**src/vp_pkg.sv**
```systemverilog
// ----------------------------------------------------------------------------
// vp_pkg: shared types and constants for the vector projection core
// Holds the sequencer state type and the fixed field widths of the datapath.
// ----------------------------------------------------------------------------
package vp_pkg;

   localparam int unsigned ElemWidth = 32;  // Q16.16 element width
   localparam int unsigned AccWidth  = 64;  // Q32.32 accumulator width
   localparam int unsigned StepWidth = 5;   // counts the 32 bit-serial steps
   localparam logic [StepWidth-1:0] LastStep = 5'd31;

   localparam logic [ElemWidth-1:0] Q16Max = 32'h7FFF_FFFF;
   localparam logic [ElemWidth-1:0] Q16Min = 32'h8000_0000;
   localparam logic [AccWidth-1:0]  AccMax = 64'h7FFF_FFFF_FFFF_FFFF;
   localparam logic [AccWidth-1:0]  AccMin = 64'h8000_0000_0000_0000;

   typedef enum logic [3:0] {
      S_IDLE,
      S_MUL,
      S_ACC,
      S_DIV_PREP,
      S_DIV_CHECK,
      S_DIV,
      S_DIV_ROUND,
      S_EMIT_RD,
      S_EMIT_LOAD,
      S_EMIT_MUL,
      S_EMIT_FIN,
      S_EMIT_WAIT
   } vp_state_type;

endpackage

```
**src/vector_projection_core.sv**
```systemverilog
// ----------------------------------------------------------------------------
// vector_projection_core: projection of vector a onto vector b, Q16.16
// Each element pair: accept, 32 multiply steps, add. A new pair waits for
// the shared bit-serial multiplier. After the last pair the ratio follows
// (abs, range check, 32 divide steps, round; a zero |b|^2 or an out-of-range
// ratio skips the divide steps and the round); each result then takes a read,
// load, 32 multiply steps and finish before its transfer.
// Reset: synchronous, active high; clears sums, count, flags and sequencer.
// ----------------------------------------------------------------------------
module vector_projection_core
   import vp_pkg::*;
#(
   parameter int unsigned MAX_DIM = 16
) (
   input  logic        clock,
   input  logic        reset,
   // input channel
   input  logic        req_tvalid,
   output logic        req_tready,
   input  logic [63:0] req_tdata,   // [31:0] a_elem, [63:32] b_elem
   input  logic        req_tlast,   // last_in
   // result channel
   output logic        rsp_tvalid,
   input  logic        rsp_tready,
   output logic [31:0] rsp_tdata,   // [31:0] proj_elem
   output logic        rsp_tlast,   // last_out
   output logic [1:0]  rsp_tuser    // [0] zero_divisor, [1] saturated
);

   localparam int unsigned CountWidth = $clog2(MAX_DIM + 1);
   localparam int unsigned AddrWidth  = (MAX_DIM > 1) ? $clog2(MAX_DIM) : 1;

   // sequencer
   vp_state_type state_ff, state_in;

   // vector state
   logic [CountWidth-1:0] count_ff, count_in;
   logic [AccWidth-1:0]   dot_ff, dot_in;
   logic [AccWidth-1:0]   mag_ff, mag_in;
   logic                  sat_seen_ff, sat_seen_in;
   logic                  last_pend_ff, last_pend_in;

   // bit-serial multiplier: high half accumulates, low half shifts out the
   // multiplier bits; two products run side by side during accumulation
   logic [AccWidth-1:0]   prod_ab_ff, prod_ab_in;
   logic [AccWidth-1:0]   prod_bb_ff, prod_bb_in;
   logic [ElemWidth-1:0]  mcand_ff, mcand_in;
   logic                  neg_ff, neg_in;
   logic [StepWidth-1:0]  step_ff, step_in;

   // restoring divider
   logic [AccWidth-1:0]   num_ff, num_in;
   logic [AccWidth-1:0]   rem_ff, rem_in;
   logic [ElemWidth-1:0]  num_lo_ff, num_lo_in;
   logic [ElemWidth-1:0]  quot_ff, quot_in;
   logic                  zero_ff, zero_in;
   logic [ElemWidth-1:0]  ratio_ff, ratio_in;
   logic                  rsat_ff, rsat_in;

   // emission
   logic [AddrWidth-1:0]  emit_idx_ff, emit_idx_in;
   logic [ElemWidth-1:0]  rd_data_ff;

   // output register
   logic                  rsp_valid_ff, rsp_valid_in;
   logic [ElemWidth-1:0]  proj_ff, proj_in;
   logic                  rsp_last_ff, rsp_last_in;
   logic                  rsp_zero_ff, rsp_zero_in;
   logic                  rsp_sat_ff, rsp_sat_in;

   // b element store
   logic [ElemWidth-1:0]  b_store [MAX_DIM];

   // combinational helpers
   logic                  req_xfer;
   logic                  rsp_xfer;
   logic                  has_room;
   logic [ElemWidth-1:0]  a_elem;
   logic [ElemWidth-1:0]  b_elem;
   logic [ElemWidth-1:0]  abs_a;
   logic [ElemWidth-1:0]  abs_b;
   logic [ElemWidth:0]    ab_sum;
   logic [ElemWidth:0]    bb_sum;
   logic [AccWidth-1:0]   ab_step;
   logic [AccWidth-1:0]   bb_step;
   logic [AccWidth:0]     dot_sum;
   logic [AccWidth:0]     mag_sum;
   logic [AccWidth+14:0]  div_lhs;
   logic [AccWidth+14:0]  div_rhs;
   logic [AccWidth-1:0]   rem_shift;
   logic                  rem_ge;
   logic                  round_up;
   logic [ElemWidth:0]    quot_round;
   logic [ElemWidth-1:0]  abs_rd;
   logic [ElemWidth-1:0]  abs_ratio;
   logic [AccWidth:0]     fin_sum;
   logic                  psat;
   logic                  emit_last;

   assign req_xfer = req_tvalid && req_tready;
   assign rsp_xfer = rsp_valid_ff && rsp_tready;
   assign has_room = (count_ff < CountWidth'(MAX_DIM));

   assign a_elem = req_tdata[31:0];
   assign b_elem = req_tdata[63:32];
   assign abs_a  = a_elem[ElemWidth-1] ? (~a_elem + 32'd1) : a_elem;
   assign abs_b  = b_elem[ElemWidth-1] ? (~b_elem + 32'd1) : b_elem;

   // one shift-add step: add the multiplicand when the multiplier LSB is set,
   // then shift the whole product register right by one
   assign ab_sum  = {1'b0, prod_ab_ff[63:32]} + (prod_ab_ff[0] ? {1'b0, mcand_ff} : 33'd0);
   assign bb_sum  = {1'b0, prod_bb_ff[63:32]} + (prod_bb_ff[0] ? {1'b0, mcand_ff} : 33'd0);
   assign ab_step = {ab_sum, prod_ab_ff[31:1]};
   assign bb_step = {bb_sum, prod_bb_ff[31:1]};

   // signed add of the product magnitude: invert plus carry-in for negatives
   assign dot_sum = {dot_ff[63], dot_ff} + ({1'b0, prod_ab_ff} ^ {(AccWidth+1){neg_ff}})
                    + {{AccWidth{1'b0}}, neg_ff};
   assign mag_sum = {mag_ff[63], mag_ff} + {1'b0, prod_bb_ff};

   // integer part of the ratio reaches 2^15 exactly when |dot| >= mag * 2^15
   assign div_lhs = {15'd0, num_ff};
   assign div_rhs = {mag_ff, 15'd0};

   assign rem_shift  = {rem_ff[62:0], num_lo_ff[ElemWidth-1]};
   assign rem_ge     = (rem_shift >= mag_ff);
   assign round_up   = ({rem_ff, 1'b0} >= {1'b0, mag_ff});
   assign quot_round = {1'b0, quot_ff} + {{ElemWidth{1'b0}}, round_up};

   assign abs_rd    = rd_data_ff[ElemWidth-1] ? (~rd_data_ff + 32'd1) : rd_data_ff;
   assign abs_ratio = ratio_ff[ElemWidth-1] ? (~ratio_ff + 32'd1) : ratio_ff;

   // signed product + 2^15; bits [47:16] are the floor-shifted result
   assign fin_sum = ({1'b0, prod_ab_ff} ^ {(AccWidth+1){neg_ff}}) + 65'd32768
                    + {{AccWidth{1'b0}}, neg_ff};
   // in range when the bits above the result all match its sign
   assign psat = !((&fin_sum[64:47]) || !(|fin_sum[64:47]));

   assign emit_last = ((CountWidth'(emit_idx_ff) + CountWidth'(1)) == count_ff);

   // -------------------------------------------------------------------------
   // next state
   // -------------------------------------------------------------------------
   always_comb begin
      state_in = state_ff;
      unique case (state_ff)
         S_IDLE: begin
            if (req_xfer) begin
               if (has_room) begin
                  state_in = S_MUL;
               end else if (req_tlast) begin
                  state_in = S_DIV_PREP;
               end
            end
         end
         S_MUL: begin
            if (step_ff == LastStep) begin
               state_in = S_ACC;
            end
         end
         S_ACC: begin
            state_in = last_pend_ff ? S_DIV_PREP : S_IDLE;
         end
         S_DIV_PREP: begin
            state_in = S_DIV_CHECK;
         end
         S_DIV_CHECK: begin
            priority if (zero_ff || (div_lhs >= div_rhs)) begin
               state_in = S_EMIT_RD;
            end else begin
               state_in = S_DIV;
            end
         end
         S_DIV: begin
            if (step_ff == LastStep) begin
               state_in = S_DIV_ROUND;
            end
         end
         S_DIV_ROUND: begin
            state_in = S_EMIT_RD;
         end
         S_EMIT_RD: begin
            state_in = S_EMIT_LOAD;
         end
         S_EMIT_LOAD: begin
            state_in = S_EMIT_MUL;
         end
         S_EMIT_MUL: begin
            if (step_ff == LastStep) begin
               state_in = S_EMIT_FIN;
            end
         end
         S_EMIT_FIN: begin
            state_in = S_EMIT_WAIT;
         end
         S_EMIT_WAIT: begin
            if (rsp_xfer) begin
               state_in = rsp_last_ff ? S_IDLE : S_EMIT_RD;
            end
         end
         default: begin
            state_in = S_IDLE;
         end
      endcase
   end

   // -------------------------------------------------------------------------
   // datapath next values
   // -------------------------------------------------------------------------
   always_comb begin
      count_in     = count_ff;
      dot_in       = dot_ff;
      mag_in       = mag_ff;
      sat_seen_in  = sat_seen_ff;
      last_pend_in = last_pend_ff;
      prod_ab_in   = prod_ab_ff;
      prod_bb_in   = prod_bb_ff;
      mcand_in     = mcand_ff;
      neg_in       = neg_ff;
      step_in      = step_ff;
      num_in       = num_ff;
      rem_in       = rem_ff;
      num_lo_in    = num_lo_ff;
      quot_in      = quot_ff;
      zero_in      = zero_ff;
      ratio_in     = ratio_ff;
      rsat_in      = rsat_ff;
      emit_idx_in  = emit_idx_ff;
      rsp_valid_in = rsp_valid_ff;
      proj_in      = proj_ff;
      rsp_last_in  = rsp_last_ff;
      rsp_zero_in  = rsp_zero_ff;
      rsp_sat_in   = rsp_sat_ff;

      unique case (state_ff)
         S_IDLE: begin
            if (req_xfer) begin
               last_pend_in = req_tlast;
               // drop pairs beyond the store depth, sums included
               if (has_room) begin
                  prod_ab_in = {32'd0, abs_a};
                  prod_bb_in = {32'd0, abs_b};
                  mcand_in   = abs_b;
                  neg_in     = a_elem[ElemWidth-1] ^ b_elem[ElemWidth-1];
                  step_in    = '0;
                  count_in   = count_ff + CountWidth'(1);
               end
            end
         end
         S_MUL: begin
            prod_ab_in = ab_step;
            prod_bb_in = bb_step;
            step_in    = step_ff + StepWidth'(1);
         end
         S_ACC: begin
            // saturate each sum on signed overflow
            if (dot_sum[64] != dot_sum[63]) begin
               dot_in      = dot_sum[64] ? AccMin : AccMax;
               sat_seen_in = 1'b1;
            end else begin
               dot_in = dot_sum[63:0];
            end
            if (mag_sum[64] != mag_sum[63]) begin
               mag_in      = mag_sum[64] ? AccMin : AccMax;
               sat_seen_in = 1'b1;
            end else begin
               mag_in = mag_sum[63:0];
            end
         end
         S_DIV_PREP: begin
            num_in  = dot_ff[63] ? (~dot_ff + 64'd1) : dot_ff;
            neg_in  = dot_ff[63];
            zero_in = (mag_ff == '0);
         end
         S_DIV_CHECK: begin
            emit_idx_in = '0;
            rsat_in     = 1'b0;
            priority if (zero_ff) begin
               ratio_in = '0;
            end else if (div_lhs >= div_rhs) begin
               ratio_in = neg_ff ? Q16Min : Q16Max;
               rsat_in  = 1'b1;
            end else begin
               // integer part is below 2^15, so the upper remainder starts below mag
               rem_in    = {16'd0, num_ff[63:16]};
               num_lo_in = {num_ff[15:0], 16'd0};
               step_in   = '0;
            end
         end
         S_DIV: begin
            rem_in    = rem_ge ? (rem_shift - mag_ff) : rem_shift;
            quot_in   = {quot_ff[ElemWidth-2:0], rem_ge};
            num_lo_in = {num_lo_ff[ElemWidth-2:0], 1'b0};
            step_in   = step_ff + StepWidth'(1);
         end
         S_DIV_ROUND: begin
            // round half away from zero; only a positive ratio can overflow,
            // and rounding up can carry it to exactly 2^31
            if (neg_ff) begin
               ratio_in = ~quot_round[ElemWidth-1:0] + 32'd1;
            end else if (quot_round[ElemWidth] || quot_round[ElemWidth-1]) begin
               ratio_in = Q16Max;
               rsat_in  = 1'b1;
            end else begin
               ratio_in = quot_round[ElemWidth-1:0];
            end
         end
         S_EMIT_RD: begin
            // store read is registered in the memory block
         end
         S_EMIT_LOAD: begin
            prod_ab_in = {32'd0, abs_rd};
            mcand_in   = abs_ratio;
            neg_in     = rd_data_ff[ElemWidth-1] ^ ratio_ff[ElemWidth-1];
            step_in    = '0;
         end
         S_EMIT_MUL: begin
            prod_ab_in = ab_step;
            step_in    = step_ff + StepWidth'(1);
         end
         S_EMIT_FIN: begin
            proj_in      = psat ? (fin_sum[64] ? Q16Min : Q16Max) : fin_sum[47:16];
            rsp_last_in  = emit_last;
            rsp_zero_in  = zero_ff;
            rsp_sat_in   = sat_seen_ff || rsat_ff || psat;
            rsp_valid_in = 1'b1;
         end
         S_EMIT_WAIT: begin
            if (rsp_xfer) begin
               rsp_valid_in = 1'b0;
               if (rsp_last_ff) begin
                  // vector done: clear sums, count and flags
                  dot_in      = '0;
                  mag_in      = '0;
                  count_in    = '0;
                  sat_seen_in = 1'b0;
               end else begin
                  emit_idx_in = emit_idx_ff + AddrWidth'(1);
               end
            end
         end
         default: begin
         end
      endcase
   end

   // -------------------------------------------------------------------------
   // registers
   // -------------------------------------------------------------------------
   always_ff @(posedge clock) begin
      if (reset) begin
         state_ff     <= S_IDLE;
         count_ff     <= '0;
         dot_ff       <= '0;
         mag_ff       <= '0;
         sat_seen_ff  <= 1'b0;
         last_pend_ff <= 1'b0;
         step_ff      <= '0;
         emit_idx_ff  <= '0;
         rsp_valid_ff <= 1'b0;
      end else begin
         state_ff     <= state_in;
         count_ff     <= count_in;
         dot_ff       <= dot_in;
         mag_ff       <= mag_in;
         sat_seen_ff  <= sat_seen_in;
         last_pend_ff <= last_pend_in;
         step_ff      <= step_in;
         emit_idx_ff  <= emit_idx_in;
         rsp_valid_ff <= rsp_valid_in;
      end
   end

   always_ff @(posedge clock) begin
      prod_ab_ff  <= prod_ab_in;
      prod_bb_ff  <= prod_bb_in;
      mcand_ff    <= mcand_in;
      neg_ff      <= neg_in;
      num_ff      <= num_in;
      rem_ff      <= rem_in;
      num_lo_ff   <= num_lo_in;
      quot_ff     <= quot_in;
      zero_ff     <= zero_in;
      ratio_ff    <= ratio_in;
      rsat_ff     <= rsat_in;
      proj_ff     <= proj_in;
      rsp_last_ff <= rsp_last_in;
      rsp_zero_ff <= rsp_zero_in;
      rsp_sat_ff  <= rsp_sat_in;
   end

   // b element store: write on an accepted pair, registered read during emission
   always_ff @(posedge clock) begin
      if ((state_ff == S_IDLE) && req_xfer && has_room) begin
         b_store[count_ff[AddrWidth-1:0]] <= b_elem;
      end
      if (state_ff == S_EMIT_RD) begin
         rd_data_ff <= b_store[emit_idx_ff];
      end
   end

   // -------------------------------------------------------------------------
   // outputs
   // -------------------------------------------------------------------------
   always_comb begin
      req_tready = (state_ff == S_IDLE);
      rsp_tvalid = rsp_valid_ff;
      rsp_tdata  = proj_ff;
      rsp_tlast  = rsp_last_ff;
      rsp_tuser  = {rsp_sat_ff, rsp_zero_ff};
   end

endmodule

```
**config.mk**
```make
export PLATFORM = sky130hd
export DESIGN_NAME = vector_projection_core
export DESIGN_NICKNAME = d
export VERILOG_FILES = /design/src/vp_pkg.sv /design/src/vector_projection_core.sv
export SDC_FILE = /design/constraint.sdc
export NUM_CORES = 2
export LEC_CHECK = 0
export BUFFER_PORTS_ARGS = -buffer_cell sky130_fd_sc_hd__buf_2
export CORE_MARGIN = 5
export CORE_UTILIZATION = 64
export DETAILED_ROUTE_END_ITERATION = 16
export PLACE_DENSITY = 0.9
export SLEW_MARGIN = 20
export SYNTH_ARGS = -nofsm -noshare
export SYNTH_HDL_FRONTEND = slang
export SYNTH_SLANG_ARGS = --single-unit
```
**constraint.sdc**
```tcl
create_clock -name clock -period 14.34 [get_ports clock]
set_input_delay 0.717 -clock clock [delete_from_list [all_inputs] [get_ports clock]]
set_output_delay 0.717 -clock clock [all_outputs]
set_load 0.05 [all_outputs]
```
# Yosys cells after proc, flatten, opt, wreduce, memory -nomap -nowiden
# Memories as Yosys holds them, arrays and structs flattened. A register that Yosys moved wholly into a read port is not among the register bits.
# Index checks and enable logic that the tools add are counted.
[op_classes]
addsub = 19
multipliers = 0
div = 0
n_lt_le_gt_ge = 4
eq_ne = 30
shift = 0
n_mux = 80
bitwise = 9
n_reduce_logical = 43
[op_table]
columns = ["cell", "count"]
rows = [
  ["two-way mux 64 bit", 13],
  ["two-way mux 32 bit", 17],
  ["one-hot mux 64 bit (2 select lines)", 4],
  ["one-hot mux 32 bit (2 select lines)", 3],
  ["one-hot mux 64 bit (3 select lines)", 1],
  ["adder 32 x 1 -> 32 bit (second input constant)", 5],
  ["NOT 32 bit", 5],
  ["adder 65 x 1 -> 65 bit", 2],
  [">= comparator 64 x 79 -> 1 bit", 1],
  ["adder 32 x 32 -> 33 bit", 2],
  ["adder 65 x 16 -> 65 bit (second input constant)", 1],
  ["adder 65 x 64 -> 65 bit", 1],
  ["adder 65 bit", 1],
  [">= comparator 65 x 64 -> 1 bit", 1],
  ["bitwise XOR 64 x 65 -> 65 bit", 1],
  ["adder 64 x 1 -> 64 bit (second input constant)", 1],
  [">= comparator 64 bit", 1],
  ["zero test 64 bit", 1],
  ["NOT 64 bit", 1],
  ["subtractor 64 bit", 1],
  ["two-way mux 63 bit", 1],
  ["one-hot mux 4 bit (12 select lines)", 1],
  ["two-way mux 5 bit", 8],
  ["two-way mux 4 bit", 9],
  ["other kinds (41)", 103],
]
[totals]
register_bits = 571
latchBits = 0
ram_bits = 512
romBits = 0
inputBits = 69
out_inout_bits = 37
word_cells = 211
mem_count = 1
[memory_table]
columns = ["memory", "words", "width", "rd", "rd_clocked_by_memory_dff", "wr", "line_no", "rtl"]
rows = [
  ["b_store", 16, 32, 1, 1, 1, "vector_projection_core.sv:72", "logic [ElemWidth-1:0] b_store [MAX_DIM];"],
]

# Longest topological paths before layout
[logic_depth]
ltp_word = 8
mapped_depth = 27
depth_no_buf = 26

# Least setup slack after synthesis
# Ideal clock, no wire load.
[synth_path]
kind = "register to register"
startpoint = "register mag_ff[25]"
endpoint = "register num_lo_ff[16], enable pin"
setup_ns = 0.715
arrival_ns = 9.965
required_ns = 13.625
path_slack_ns = 3.660
path_stages_with_launch = 14
path_cell_list = "dfxtp_1 -> inv_1 -> ha_1 -> a21o_1 -> a21oi_1 -> nor2b_1 -> o21ai_0 -> nand2b_1 -> a2111oi_0 -> o221ai_1 -> a221oi_1 -> nor2b_1 -> nor2_1 -> nor4_1"
[synth_between]
elab_chain_len = 3
[synth_lines]
columns = ["element", "line_no", "rtl"]
rows = [
  ["start, declared", "vector_projection_core.sv:39", "logic [AccWidth-1:0] mag_ff, mag_in;"],
  ["start signal, assigned", "vector_projection_core.sv:365", "mag_ff <= mag_in;"],
  [">= comparator 64 x 79 -> 1 bit", "vector_projection_core.sv:280", "end else if (div_lhs >= div_rhs) begin"],
  ["!= test 2 bit (no line)", "n/a", ""],
  ["AND reduction 3 bit (no line)", "n/a", ""],
  ["end signal, assigned", "vector_projection_core.sv:381", "num_lo_ff <= num_lo_in;"],
  ["end, declared", "vector_projection_core.sv:54", "logic [ElemWidth-1:0] num_lo_ff, num_lo_in;"],
]
# Every way passes these cells.
# A chain may end at the register's enable or synchronous reset.

# Worst setup path in the final report
[layout_path]
startpoint = "register mag_ff[59]"
endpoint = "register ratio_ff[29] (data pin)"
[layout_between]
elab_chain_len = 6
elab_cells_between_ends = 8
classes_between = "2 x add/sub; 1 x order compare; 3 x mux; 1 x bitwise; 1 x reduce/logical"
[layout_lines]
columns = ["element", "line_no", "rtl"]
rows = [
  [">= comparator 65 x 64 -> 1 bit *", "vector_projection_core.sv:127", "assign round_up = ({rem_ff, 1'b0} >= {1'b0, mag_ff});"],
  ["adder 32 x 1 -> 33 bit *", "vector_projection_core.sv:128", "assign quot_round = {1'b0, quot_ff} + {{ElemWidth{1'b0}}, round_up};"],
  ["NOT 32 bit / logical OR 1 bit (equally long branches)", "vector_projection_core.sv:300, vector_projection_core.sv:301", ""],
  ["adder 32 x 1 -> 32 bit / two-way mux 32 bit (equally long branches)", "vector_projection_core.sv:300, vector_projection_core.sv:301", ""],
  ["two-way mux 32 bit *", "vector_projection_core.sv:299", "if (neg_ff) begin"],
  ["one-hot mux 32 bit (2 select lines) *", "vector_projection_core.sv:235", "unique case (state_ff)"],
  ["net ratio_in[29]", "vector_projection_core.sv:57", "logic [ElemWidth-1:0] ratio_ff, ratio_in;"],
  ["end signal, assigned", "vector_projection_core.sv:384", "ratio_ff <= ratio_in;"],
  ["end, declared", "vector_projection_core.sv:57", ""],
]
# The timed path passes the listed nets; every way through them passes the cells marked *.

==> impl_metrics.py <==
metrics = {
    "yosys": {
        "syn_area_per_cell_um2": 10.3,
        "ys_types": 90,
        "synth_top_area_share_pct": 43.5,
        "ys_ff_latch": 1099,
        "synth.cell_area_um2": 65500,
        "synth_largest_area_cell": "edfxtp_1",
        "syn_nets": 6767,
        "async_flop_share_pct": 0,
        "seq_area_frac_synth_pct": 48.1,
        "netlist_instances": 6373,
        "yosysWarnings": 0,
        "ys_top_cells_by_area": "edfxtp_1, ha_1, dfxtp_1, o21ai_0, nand2_1",
        "synth_ff_type": "edfxtp_1",
        "synth_edf_count": 950,
    },
    "timing": {
        "clock.fmax_mhz": 132,
        "finalCritPeriodShare_pct": 52.7,
        "final-hold-violation-count": 0,
        "relSlewSlack_pct": 22.6,
        "final.setup.worst_slack_ps": 6790,
        "worst_pin_slew_ps": 1160,
        "period_minus_slack_ps": 7550,
        "clock_skew_ps": 91.4,
        "finalSetupViolations": 0,
        "fin_hold_ws_ps": 272,
        "tns_ps": 0,
        "rsz0062_at_grt": "false",
        "drv_slew": 0,
    },
    "placement": {
        "gp_congestion": 1.02,
        "dp_cells": 7601,
        "port_buffers": 105,
        "dp.final_hpwl_mm": 140,
        "pre_cts_ws_ps": 7020,
    },
    "clocking": {
        "cts_setup_buffers": 0,
        "cts_resized": 0,
        "clock_sink_count": 1099,
        "cts_tree": "built",
        "cts_buffers": 111,
        "cts_max_level": 3,
        "clk_latency_ps": 810,
        "path_clk_slew_ps": 60,
        "cts-root-buf": "clkbuf_16",
        "hold_buffers": 0,
        "cts_buffer_depth": 3,
    },
    "global_route": {
        "grt_pass1_vias": 50800,
        "grt_overflow_total": 0,
        "grt_pass1_wl_mm": 304,
        "grt_max_degree": 93,
        "antenna_found_initial": 15,
        "grt_usage_pct": 36.5,
    },
    "setup_path": {
        "worstPathCellList": "inv_1 -> ha_1 -> inv_1 -> nor3_1 -> nand2_1 -> nor4_1 -> nand3_1 -> nor3_1 -> nor3_1 -> nand3_1 -> nor3b_1 -> a21oi_1 -> ha_1 -> ha_1 -> nand4_1 -> or4_1 -> nor4_1 -> xnor2_1 -> and2_1 -> nand4_1 -> nor3_1 -> nand3_1 -> xor2_1 -> a221oi_1",
        "worstSetupStartpointType": "flop",
        "critPathArrivalTime_ps": 8120,
        "required_ps": 14910,
        "timing.rr.start": "mag_ff[59]",
        "crit_slowest_cell": "or4_1",
        "worstPathMaxFanout": 8,
        "critPathBufInv": 2,
        "cp_slowest_stage_delay_ps": 670,
        "worstSetupStartpoint": "mag_ff[59]",
        "crit_family": "simple AND/OR/NAND/NOR gates",
        "crit_path_end_kind": "flop",
        "worstSetupPathType": "flop to flop",
        "worst_path_most_repeated_cell": "nor3_1",
    },
    "power_and_ir_drop": {
        "pwr-share-clk_pct": 20.9,
        "p_sw_uw": 6230,
        "switching_share_pct": 43.2,
        "ir_drop_mv": 0.192,
        "pwr-share-seq_pct": 33.4,
        "power.leakage_uw": 0.0260,
        "comb_power_share_pct": 45.7,
        "p_int_uw": 8190,
        "power_density_nw_per_um2": 203,
    },
    "route": {
        "via_per_inst": 6.86,
        "antenna_left": 0,
        "via_count": 53700,
        "drt_first_pass_iters": 8,
        "drtIter0Drc": 7383,
        "post_drt_wl_per_cell_um": 26.2,
        "drt_wl_total_mm": 205,
        "drc": 0,
    },
    "finish": {
        "final_nets": 6743,
        "drive_gt1_share_pct": 8.17,
        "utilization_pct": 70.0,
        "fin_cells": 7824,
        "synthToLayoutAreaGrowth_pct": 8.57,
        "register_area_um2": 31500,
        "multi_input_area_um2": 32400,
        "fill_cells": 7018,
    },
    "floorplanning": {
        "fp.dieArea_um2": 109000,
        "io_pins": 106,
        "rows": 117,
        "core-area_um2": 102000,
        "start_util_pct": 64.4,
        "fp.dieH_um": 330,
        "die_w_um": 330,
    },
    "worst_hold_path": {
        "min_from": "req_tlast",
        "hp-class": "input pin to flop",
    },
    "run": {
        "timing.max_cap.violations": 0,
    },
    "run_status": {
        "status": "complete, no violations",
    },
}
==> final timing paths <==
check	to	slack [ps]	cells past startpoint
max	ratio_ff[29]	6790	24
min	last_pend_ff	270	3
max reg2reg	ratio_ff[29]	6790	24
min reg2reg	sat_seen_ff	450	2
==> synthesized netlist by cell type, types with 12 or more instances <==
master and instances:
mux2_2 32, a211oi_1 27, clkbuf_1 259, nand4_1 87, o21a_1 39, a21boi_0 22
dfxtp_1 149, inv_1 181, or4_1 46, o21bai_1 44, o211ai_1 24, buf_1 35
mux4_2 64, a31oi_1 42, nand3_1 111, xor2_1 269, mux2i_1 122, o31ai_1 74
and2_1 84, or2_2 13, and3_1 40, a21oi_1 473, edfxtp_1 950, nand3b_1 15
a211o_1 12, nor4_1 57, a221oi_1 72, a21o_1 160, nor3_1 123, xnor2_1 277
nand2_1 688, nand2b_1 59, and4_1 16, a2111oi_0 14, o41ai_1 25, a22oi_1 50
or3_1 41, ha_1 320, nor2_1 468, nor2b_1 50, o21ai_0 516, o221ai_1 29
==> metrics by stage <==
stage / instance area, um^2 / total power, uW
floorplan: 65500 / 9360
global placement: 67300 / 11000
detailed placement: 67300 / 11200
CTS: 71100 / 14200
global route: 71100 / 15200
finish: 71200 / 14400
==> logic make-up after synthesis <==
kind of cell / after synthesis / share of synthesized area, %
muxes: 218 / 4.61
xor gates and xnor gates: 546 / 7.30
buffers and inverters: 488 / 2.82
and+or+nand+nor: 1959 / 14.3
DFF: 1099 / 48.1
AOI/OAI and AO/OA: 1737 / 16.6
adders and majority gates: 326 / 6.28
==> cells in the final DEF, fill, tap and decap left out, types with 74 or more instances in the layout <==
master and count:
dfxtp_1 145, xnor2_1 275, inv_1 180, a21oi_1 470, o31ai_1 74, edfxtp_1 950
clkbuf_16 112, a21o_1 160, o21ai_0 516, and2_1 83, xor2_1 269, nand4_1 87
buf_2 105, nor3_1 117, ha_1 320, nand2_1 687, mux2i_1 122, nor2_1 453
nand3_1 109
==> area by class of cell <==
class | instances | share of cell area (%)
clock buffers | 138 | 4.17
multi-input cells | 4786 | 45.6
inverters | 183 | 0.965
well taps | 1368 | 2.41
clock inverters | 67 | 1.06
repair buffers | 168 | 1.47
diodes | 15 | 0.0527
flip-flops and latches | 1099 | 44.3
==> state kept, by name (all words and copies together) (netlist names), 16 cells and up <==
register    count
prod_ab_ff     64
num_ff         64
prod_bb_ff     64
rd_data_ff     32
rem_ff         64
mcand_ff       32
num_lo_ff      16
ratio_ff       32
rsp_tdata      32
b_store       512
quot_ff        32
mag_ff         64
dot_ff         64
==> power by group through the flow <==
stage	Sequential [uW]	Clock (uW)	Combinational, uW
final	4810	3020	6590
after global routing	4830	3150	7170
after CTS	4770	3010	6420
after detailed placement	4830	0	6350
after global placement	4800	0	6240
after floorplan	4540	0	4820
==> worst register-to-register path, delay by kind of cell, from the launching register on <==
family	cells	cell delay, ps
simple gates	15	4480
compound gates	2	840
buf+inv	2	180
flops	1	420
xor+xnor	2	440
fa+ha+maj	3	1040
==> routing by layer <==
| layer | global-route usage (%) | routed length [um] | vias up |
|---|---|---|---|
| met4 | 23.6 | 16600 | 16 |
| met1 | 45.7 | 73300 | 25300 |
| met3 | 8.17 | 22900 | 891 |
| met5 | 0 | 112 | - |
| met2 | 57.5 | 92400 | 3664 |
| li1 | - | - | 23900 |
Note: power is estimated with default switching activity, not from simulation.
